===== config.mk =====
export PLATFORM = sky130hd
export DESIGN_NAME = sorted_set_statistics
export DESIGN_NICKNAME = d
export VERILOG_FILES = /design/src/sss_pkg.sv /design/src/sorted_set_statistics.sv /design/src/sss_div.sv /design/src/sss_dp.sv /design/src/sss_ctrl.sv
export VERILOG_INCLUDE_DIRS = /design/src /design/src/src
export SDC_FILE = /design/constraint.sdc
export NUM_CORES = 2
export LEC_CHECK = 0
export BUFFER_PORTS_ARGS = -buffer_cell sky130_fd_sc_hd__buf_4
export CORE_ASPECT_RATIO = 1.75
export CORE_MARGIN = 2
export CORE_UTILIZATION = 45
export DETAILED_ROUTE_END_ITERATION = 10
export PLACE_DENSITY = 0.67
export SLEW_MARGIN = 10
export SYNTH_ARGS = -nofsm -noshare
export SYNTH_HDL_FRONTEND = slang
export SYNTH_SLANG_ARGS = --single-unit

===== constraint.sdc =====
create_clock -name clk -period 3.5 [get_ports clk]
set_clock_uncertainty 0.05 [all_clocks]
set_input_delay 0.175 -clock clk [delete_from_list [all_inputs] [get_ports clk]]
set_output_delay 0.175 -clock clk [all_outputs]
set_load 0.01 [all_outputs]

===== src/sorted_set_statistics_defines.svh =====
// assertion helpers shared by the sorted set statistics blocks
`ifndef SORTED_SET_STATISTICS_DEFINES_SVH
`define SORTED_SET_STATISTICS_DEFINES_SVH

`ifndef NO_ASSERTIONS
`define SSS_ASSERT_IMPL(label, ante, cons) \
	label: assert property (@(posedge clk) disable iff (!arst_n) (ante) |-> (cons)) \
	else $error("assertion failed");
`define SSS_ASSERT_NEXT(label, ante, cons) \
	label: assert property (@(posedge clk) disable iff (!arst_n) (ante) |=> (cons)) \
	else $error("assertion failed");
`else
`define SSS_ASSERT_IMPL(label, ante, cons)
`define SSS_ASSERT_NEXT(label, ante, cons)
`endif

`endif


===== src/sss_pkg.sv =====
package sss_pkg;

	localparam int MAX_SAMPLES = 64;
	localparam int DAT_W       = 8;
	localparam int CNT_W       = $clog2(MAX_SAMPLES + 1);
	localparam int SUM_W       = 14;
	localparam int DIV_CNT_W   = $clog2(SUM_W);
	localparam int OUT_W       = 5 * DAT_W;

	typedef struct packed {
		logic clear;
		logic insert;
		logic rotate;
		logic div_start;
		logic pop;
	} sss_cmd_t;

	typedef struct packed {
		logic full;
		logic empty;
		logic rot_done;
		logic div_busy;
		logic run_end;
	} sss_stat_t;

	typedef enum logic [3:0] {
		ST_LOAD  = 4'b0001,
		ST_START = 4'b0010,
		ST_SEEK  = 4'b0100,
		ST_EMIT  = 4'b1000
	} sss_state_t;

endpackage


===== src/sorted_set_statistics.sv =====
// loads one sample per cycle while in the load state into a sorted cell row (samples that
// arrive when it is full are dropped); after the transaction with tlast the divider is started,
// then the ring of n cells rotates once while the 14-step divider forms the mean
// results then leave at one per cycle while m_tready is high
// arst_n clears count, sum and control; the cell contents stay undefined
module sorted_set_statistics (
	input  logic                        clk,
	input  logic                        arst_n,
	input  logic                        s_tvalid,
	output logic                        s_tready,
	input  logic [sss_pkg::DAT_W-1:0]   s_tdata,  // sample
	input  logic                        s_tlast,
	output logic                        m_tvalid,
	input  logic                        m_tready,
	output logic [sss_pkg::OUT_W-1:0]   m_tdata,  // sorted_value, minimum, maximum, mean, median
	output logic                        m_tlast
);
	import sss_pkg::*;

	sss_cmd_t         cmd;
	sss_stat_t        stat;
	logic [DAT_W-1:0] sorted_value;
	logic [DAT_W-1:0] minimum;
	logic [DAT_W-1:0] maximum;
	logic [DAT_W-1:0] mean;
	logic [DAT_W-1:0] median;

	sss_ctrl u_ctrl (
		.clk      (clk),
		.arst_n   (arst_n),
		.s_tvalid (s_tvalid),
		.s_tlast  (s_tlast),
		.s_tready (s_tready),
		.m_tvalid (m_tvalid),
		.m_tready (m_tready),
		.stat     (stat),
		.cmd      (cmd)
	);

	sss_dp u_dp (
		.clk          (clk),
		.arst_n       (arst_n),
		.cmd          (cmd),
		.stat         (stat),
		.din          (s_tdata),
		.sorted_value (sorted_value),
		.minimum      (minimum),
		.maximum      (maximum),
		.mean         (mean),
		.median       (median)
	);

	assign m_tdata = {median, mean, maximum, minimum, sorted_value};
	assign m_tlast = stat.run_end;

endmodule


===== src/sss_div.sv =====
module sss_div (
	input  logic                        clk,
	input  logic                        arst_n,
	input  logic                        start,
	input  logic [sss_pkg::SUM_W-1:0]   dividend,
	input  logic [sss_pkg::CNT_W-1:0]   divisor,
	output logic                        busy,
	output logic [sss_pkg::DAT_W-1:0]   quotient
);
	import sss_pkg::*;

	logic [CNT_W-1:0]     rem_q;
	logic [SUM_W-1:0]     quo_q;
	logic [DIV_CNT_W-1:0] cnt_q;
	logic                 busy_q;
	logic [CNT_W:0]       trial;
	logic [CNT_W:0]       diff;
	logic                 ge;

	// restoring division, one quotient bit per cycle
	assign trial = {rem_q, quo_q[SUM_W-1]};
	assign ge    = trial >= {1'b0, divisor};
	assign diff  = trial - {1'b0, divisor};

	always_ff @(posedge clk or negedge arst_n) begin
		if (!arst_n) begin
			busy_q <= 1'b0;
			cnt_q  <= '0;
		end else if (start) begin
			busy_q <= 1'b1;
			cnt_q  <= DIV_CNT_W'(SUM_W - 1);
		end else if (busy_q) begin
			cnt_q <= cnt_q - 1'b1;
			if (cnt_q == '0) begin
				busy_q <= 1'b0;
			end
		end
	end

	always_ff @(posedge clk) begin
		if (start) begin
			rem_q <= '0;
			quo_q <= dividend;
		end else if (busy_q) begin
			rem_q <= ge ? diff[CNT_W-1:0] : trial[CNT_W-1:0];
			quo_q <= {quo_q[SUM_W-2:0], ge};
		end
	end

	assign busy     = busy_q;
	assign quotient = quo_q[DAT_W-1:0];

endmodule


===== src/sss_dp.sv =====
`include "sorted_set_statistics_defines.svh"

module sss_dp (
	input  logic                       clk,
	input  logic                       arst_n,
	input  sss_pkg::sss_cmd_t          cmd,
	output sss_pkg::sss_stat_t         stat,
	input  logic [sss_pkg::DAT_W-1:0]  din,
	output logic [sss_pkg::DAT_W-1:0]  sorted_value,
	output logic [sss_pkg::DAT_W-1:0]  minimum,
	output logic [sss_pkg::DAT_W-1:0]  maximum,
	output logic [sss_pkg::DAT_W-1:0]  mean,
	output logic [sss_pkg::DAT_W-1:0]  median
);
	import sss_pkg::*;

	logic [DAT_W-1:0]       cell_q [MAX_SAMPLES];
	logic [MAX_SAMPLES-1:0] le;
	logic [CNT_W-1:0]       count_q;
	logic [CNT_W-1:0]       idx_q;
	logic [SUM_W-1:0]       sum_q;
	logic [DAT_W-1:0]       min_q;
	logic [DAT_W-1:0]       max_q;
	logic [DAT_W-1:0]       med_q;
	logic                   div_busy;
	logic [DAT_W-1:0]       div_q;

	// cells below the count hold the set in ascending order
	always_comb begin
		for (int i = 0; i < MAX_SAMPLES; i++) begin
			le[i] = (CNT_W'(i) < count_q) && (cell_q[i] <= din);
		end
	end

	for (genvar g = 0; g < MAX_SAMPLES; g++) begin : g_cell
		logic [DAT_W-1:0] ins_v;
		logic [DAT_W-1:0] up_v;

		if (g == 0) begin : g_first
			assign ins_v = le[0] ? cell_q[0] : din;
		end else begin : g_rest
			assign ins_v = le[g] ? cell_q[g] : (le[g-1] ? din : cell_q[g-1]);
		end

		// rotation closes the ring at the last valid cell
		if (g == MAX_SAMPLES - 1) begin : g_top
			assign up_v = cell_q[0];
		end else begin : g_mid
			assign up_v = (cmd.rotate && (CNT_W'(g + 1) == count_q)) ? cell_q[0] : cell_q[g+1];
		end

		always_ff @(posedge clk) begin
			if (cmd.insert) begin
				cell_q[g] <= ins_v;
			end else if (cmd.rotate || cmd.pop) begin
				cell_q[g] <= up_v;
			end
		end
	end

	always_ff @(posedge clk or negedge arst_n) begin
		if (!arst_n) begin
			count_q <= '0;
			sum_q   <= '0;
			idx_q   <= '0;
		end else if (cmd.clear) begin
			count_q <= '0;
			sum_q   <= '0;
			idx_q   <= '0;
		end else begin
			if (cmd.insert) begin
				count_q <= count_q + 1'b1;
				sum_q   <= sum_q + SUM_W'(din);
			end else if (cmd.pop) begin
				count_q <= count_q - 1'b1;
			end
			if (cmd.rotate) begin
				idx_q <= idx_q + 1'b1;
			end
		end
	end

	// head of the ring walks through the sorted set once
	always_ff @(posedge clk) begin
		if (cmd.rotate) begin
			if (idx_q == '0) begin
				min_q <= cell_q[0];
			end
			if (idx_q == (count_q >> 1)) begin
				med_q <= cell_q[0];
			end
			if (idx_q == count_q - 1'b1) begin
				max_q <= cell_q[0];
			end
		end
	end

	sss_div u_div (
		.clk      (clk),
		.arst_n   (arst_n),
		.start    (cmd.div_start),
		.dividend (sum_q),
		.divisor  (count_q),
		.busy     (div_busy),
		.quotient (div_q)
	);

	assign stat.full     = count_q == CNT_W'(MAX_SAMPLES);
	assign stat.empty    = count_q == '0;
	assign stat.rot_done = idx_q == count_q;
	assign stat.div_busy = div_busy;
	assign stat.run_end  = count_q == CNT_W'(1);

	assign sorted_value = cell_q[0];
	assign minimum      = min_q;
	assign maximum      = max_q;
	assign mean         = div_q;
	assign median       = med_q;

	`SSS_ASSERT_IMPL(a_count_range, 1'b1, count_q <= CNT_W'(MAX_SAMPLES))
	`SSS_ASSERT_IMPL(a_no_insert_full, cmd.insert, count_q != CNT_W'(MAX_SAMPLES))

endmodule


===== src/sss_ctrl.sv =====
`include "sorted_set_statistics_defines.svh"

module sss_ctrl (
	input  logic                clk,
	input  logic                arst_n,
	input  logic                s_tvalid,
	input  logic                s_tlast,
	output logic                s_tready,
	output logic                m_tvalid,
	input  logic                m_tready,
	input  sss_pkg::sss_stat_t  stat,
	output sss_pkg::sss_cmd_t   cmd
);
	import sss_pkg::*;

	sss_state_t state_q;
	sss_state_t state_d;
	logic       s_xfer;

	assign s_tready = state_q == ST_LOAD;
	assign m_tvalid = state_q == ST_EMIT;
	assign s_xfer   = s_tvalid && s_tready;

	always_comb begin
		state_d       = state_q;
		cmd           = '0;
		unique case (state_q)
			ST_LOAD: begin
				cmd.insert = s_xfer && !stat.full;
				if (s_xfer && s_tlast) begin
					state_d = ST_START;
				end
			end
			ST_START: begin
				cmd.div_start = 1'b1;
				state_d       = ST_SEEK;
			end
			ST_SEEK: begin
				cmd.rotate = !stat.rot_done;
				if (stat.rot_done && !stat.div_busy) begin
					state_d = ST_EMIT;
				end
			end
			ST_EMIT: begin
				if (m_tready) begin
					cmd.pop = 1'b1;
					if (stat.run_end) begin
						cmd.clear = 1'b1;
						state_d   = ST_LOAD;
					end
				end
			end
			default: begin
				state_d = ST_LOAD;
			end
		endcase
	end

	always_ff @(posedge clk or negedge arst_n) begin
		if (!arst_n) begin
			state_q <= ST_LOAD;
		end else begin
			state_q <= state_d;
		end
	end

	`SSS_ASSERT_IMPL(a_one_side, s_tready, !m_tvalid)
	`SSS_ASSERT_NEXT(a_div_runs, state_q == ST_START, stat.div_busy)
	`SSS_ASSERT_IMPL(a_emit_ready, state_q == ST_EMIT, !stat.div_busy && !stat.empty)
	`SSS_ASSERT_NEXT(a_run_clears, m_tvalid && m_tready && stat.run_end, stat.empty && s_tready)

endmodule

==> qor.txt <==
=================================================================================================
Netlist area before placement ......................................................  0.0490 mm^2
Largest delay contributor family on the critical path .............................. simple AND/OR/NAND/NOR gates
Number of hold-slack violations in the final timing report .........................            0
Most used routing layer in global routing ..........................................         met2
Most frequent standard cell in the layout excluding fill and tap cells .............      mux2i_1
Antenna violations before repair ...................................................            2
Post-synth EDFFs ...................................................................          550
X dimension of the die .............................................................       253 um
Sink Count .........................................................................          594
Final Cell Area ....................................................................  0.0543 mm^2
Count of state elements after synthesis ............................................          594
Result of the run .................................................................. finished clean
Number of endpoints failing setup at the final stage ...............................            0
Number of setup buffers added after CTS ............................................            0
Clock insertion delay at the later pin of the skew report ..........................      0.69 ns
# H-tree levels ....................................................................            2
Setup WS post-layout ...............................................................    0.0772 ns
Clk buf depth ......................................................................            3
FILL cells .........................................................................         9662
Most area-consuming cells after synthesis .......................................... edfxtp_1 34%, mux2i_1 30%, ha_1 14%
Worst-path cell with the longest stage delay .......................................      dfrtp_1
Maximum number of pins on one net before global-route repair .......................          132
Cell type with the largest total area after synthesis ..............................     edfxtp_1
Power per Cell Area ................................................................  879 mW/mm^2
Arrival time at the worst endpoint .................................................      3.77 ns
Number of nets with antenna violations after detailed routing ......................            0
Num rows ...........................................................................          160
Proportion of synthesized chip area in sequential cells ............................        35.9%
Starting density of the core .......................................................        45.2%
Violation count after the first detailed-route iteration ...........................         2459
Cell count after synthesis .........................................................         4453
Post-cts gate resize count .........................................................            0
Global routing met1 resource utilization ...........................................        30.7%
Share of the cycle needed by the critical path after routing .......................        97.8%
Area added between synthesis and finish ............................................        10.9%
Drt wl/cell ........................................................................      27.3 um
Number of design rule violations left after detail routing .........................            0
Minimum clock period after layout ..................................................      3.42 ns
Worst rel slew slack ...............................................................        18.2%
Placed Instance Area ...............................................................  0.0521 mm^2
Met3 GRT Util ......................................................................        4.10%
Critical Path Fanout Max ...........................................................          131
Ys async rst share .................................................................        6.23%
Worst hold path type ............................................................... input pin to flip-flop
Clock-pin transition on the worst setup and hold timing paths ......................      0.08 ns
Global-route usage over all layers .................................................        28.9%
Via total after detailed routing ...................................................        38000
Count of warnings emitted by yosys .................................................            0
Data required time at the worst endpoint ...........................................      3.85 ns
Number of buffers inserted by port buffering .......................................           55
Achievable frequency ...............................................................    0.292 GHz
Count of boundary I/O pins .........................................................           56
Number of distinct library cell variants in the gate-level netlist after synthesis .           73
CP bufs+invs .......................................................................            1
Final Wtd Congestion ...............................................................        0.953
Element type at the critical path end ..............................................    flip-flop
Clock root buffer master ...........................................................    clkbuf_16
Syn Nets ...........................................................................         5004
CTS Buf Count ......................................................................           57
Cell total after placement .........................................................         5873
Slowest Stage Delay on Critical Path ...............................................      0.65 ns
Post-route total power .............................................................      47.7 mW
Commonest cells after routing, fill and taps aside ................................. 1448 x mux2i_1, 550 x edfxtp_1, 527 x ha_1
Detailed-placement wirelength estimate .............................................       114 mm
CTS tree ...........................................................................         done
Number of optimization iterations in the first detailed-route pass .................            5
Max-capacitance violation count ....................................................            0
Post-route non-filler standard cell count ..........................................         5992
Area of the die ....................................................................   0.112 mm^2
Total Routed Length ................................................................       164 mm
Most frequently used flop master after synthesis ...................................     edfxtp_1
Met2 track demand over resource in global routing ..................................        51.8%
Number of global-route vias before repair ..........................................        39600
Post-synthesis area per instance ...................................................    11.0 um^2
Leftover overflow at the end of global routing .....................................            0
Count of hold buffers inserted by post-cts repair ..................................           10
Height of the chip .................................................................       440 um
Detailed-route vias per instance ...................................................         6.35
Share of final-layout standard cells stronger than drive strength 1 ................        10.5%
Kind of start point of the critical path ...........................................    flip-flop
Net count reported at finish .......................................................         5035
Worst setup path class ............................................................. flip-flop to flip-flop
Core region area ...................................................................   0.108 mm^2
Synth top area share ...............................................................        33.7%
Final cell utilization of the core .................................................        50.1%
Leakage component of the power .....................................................      20.7 nW
Pre-CTS setup slack ................................................................     0.296 ns
Wire length of the first global-routing pass .......................................       244 mm
Setup repair after global routing missed its margin ................................        false
Cells traversed along the worst timing path ........................................ xor2_1, or4_4, o21ai_4, nand2_8, buf_12, mux2i_1
Number of pins with negative max-slew slack in the final report ....................            0
Worst IR Drop VDD ..................................................................   0.000483 V
Least-Margin Pin Slew ..............................................................      1.23 ns
=================================================================================================
[worst reg2reg max path, cell delays in order (launching register included)]
cell	delay, ns
dfrtp_1	0.65
xor2_1	0.20
or4_4	0.60
o21ai_4	0.39
nand2_8	0.31
buf_12	0.35
mux2i_1	0.57
[path summary, 6_finish.rpt]
path	startpoint	end	slack, ns	cells after the start
max reg2reg	u_dp.count_q[1]	u_dp.cell_q[0][108]	0.08	6
max in group asynchronous	arst_n	u_ctrl.state_q[3]	2.61	4
min reg2reg	u_dp.u_div.rem_q[2]	u_dp.u_div.rem_q[2]	0.47	2
min	s_tdata[3]	u_dp.cell_q[0][3]	0.19	4
max	u_dp.count_q[1]	u_dp.cell_q[0][108]	0.08	6
min in group asynchronous	arst_n	u_ctrl.state_q[0]	0.55	3
[layout make-up]
cell class / instances / area [um^2] / area share [%]
repair buffers: 288 / 2510 / 4.62
clock buffers: 77 / 1630 / 3.01
inverters: 104 / 417 / 0.767
flip-flops and latches: 594 / 17600 / 32.4
well taps: 1458 / 1820 / 3.36
clock inverters: 30 / 399 / 0.735
diodes: 2 / 5.00 / 0.00922
multi-input cells: 3439 / 29900 / 55.1
[Yosys cell counts, types with 5 or more instances]
cell type  number
a2111oi_0       9
a211oi_1       42
a21o_1         36
a21oi_1       332
a221o_1         8
a31oi_1        14
and2_1          5
and3_1          7
buf_1          68
buf_2          81
buf_4          18
clkbuf_1      144
dfrtp_1        36
dfxtp_1         7
edfxtp_1      550
ha_1          536
inv_1         103
mux2i_1      1448
nand2_1       187
nand2b_1       38
nand3_1        67
nand4_1       125
nand4_2         5
nor2_1         93
nor2_2         18
nor2b_1        63
nor3_1         60
nor3_4          7
nor4_1          8
nor4_4          5
o211ai_1       51
o21a_1         40
o21ai_0       116
o22ai_1        12
or3_1           7
xnor2_1        19
xor2_1         28
[sequential cells by signal, summed over array words and instances (netlist names)]
register / flops
u_dp.cell_q: 512
u_dp.sum_q: 14
u_dp.u_div.quo_q: 14
u_dp.maximum: 8
u_dp.median: 8
u_dp.minimum: 8
u_dp.count_q: 7
u_dp.idx_q: 7
u_dp.u_div.rem_q: 7
u_ctrl.state_q: 4
u_dp.u_div.cnt_q: 4
u_dp.u_div.busy: 1
[where the power goes]
part | switching, mW | internal, mW
registers | 3.32 | 12.9
clock network | 3.09 | 3.94
logic | 14.3 | 10.2
[metal layers]
metal,up-vias,wire [um]
li1,17100,-
met1,18900,59200
met2,1442,82700
met3,600,8550
met4,0,13300
met5,-,0
[kinds of logic after synthesis]
group / count (synthesis) / share of synthesized area [%]
buf+inv: 420 / 3.61
simple gates: 720 / 7.92
flops: 594 / 35.9
mux: 1450 / 29.6
xor+xnor: 47 / 0.840
fa+ha+maj: 538 / 13.8
compound gates: 684 / 8.32
[per-stage QoR]
stage	setup TNS (ns)	hold WS [ns]
after global placement	0	0.157
after detailed placement	0	0.159
after CTS	0	0.156
after global routing	0	0.198
final	0	0.189
after floorplan	-7.40	-0.171
(Power assumes the default switching activity.)
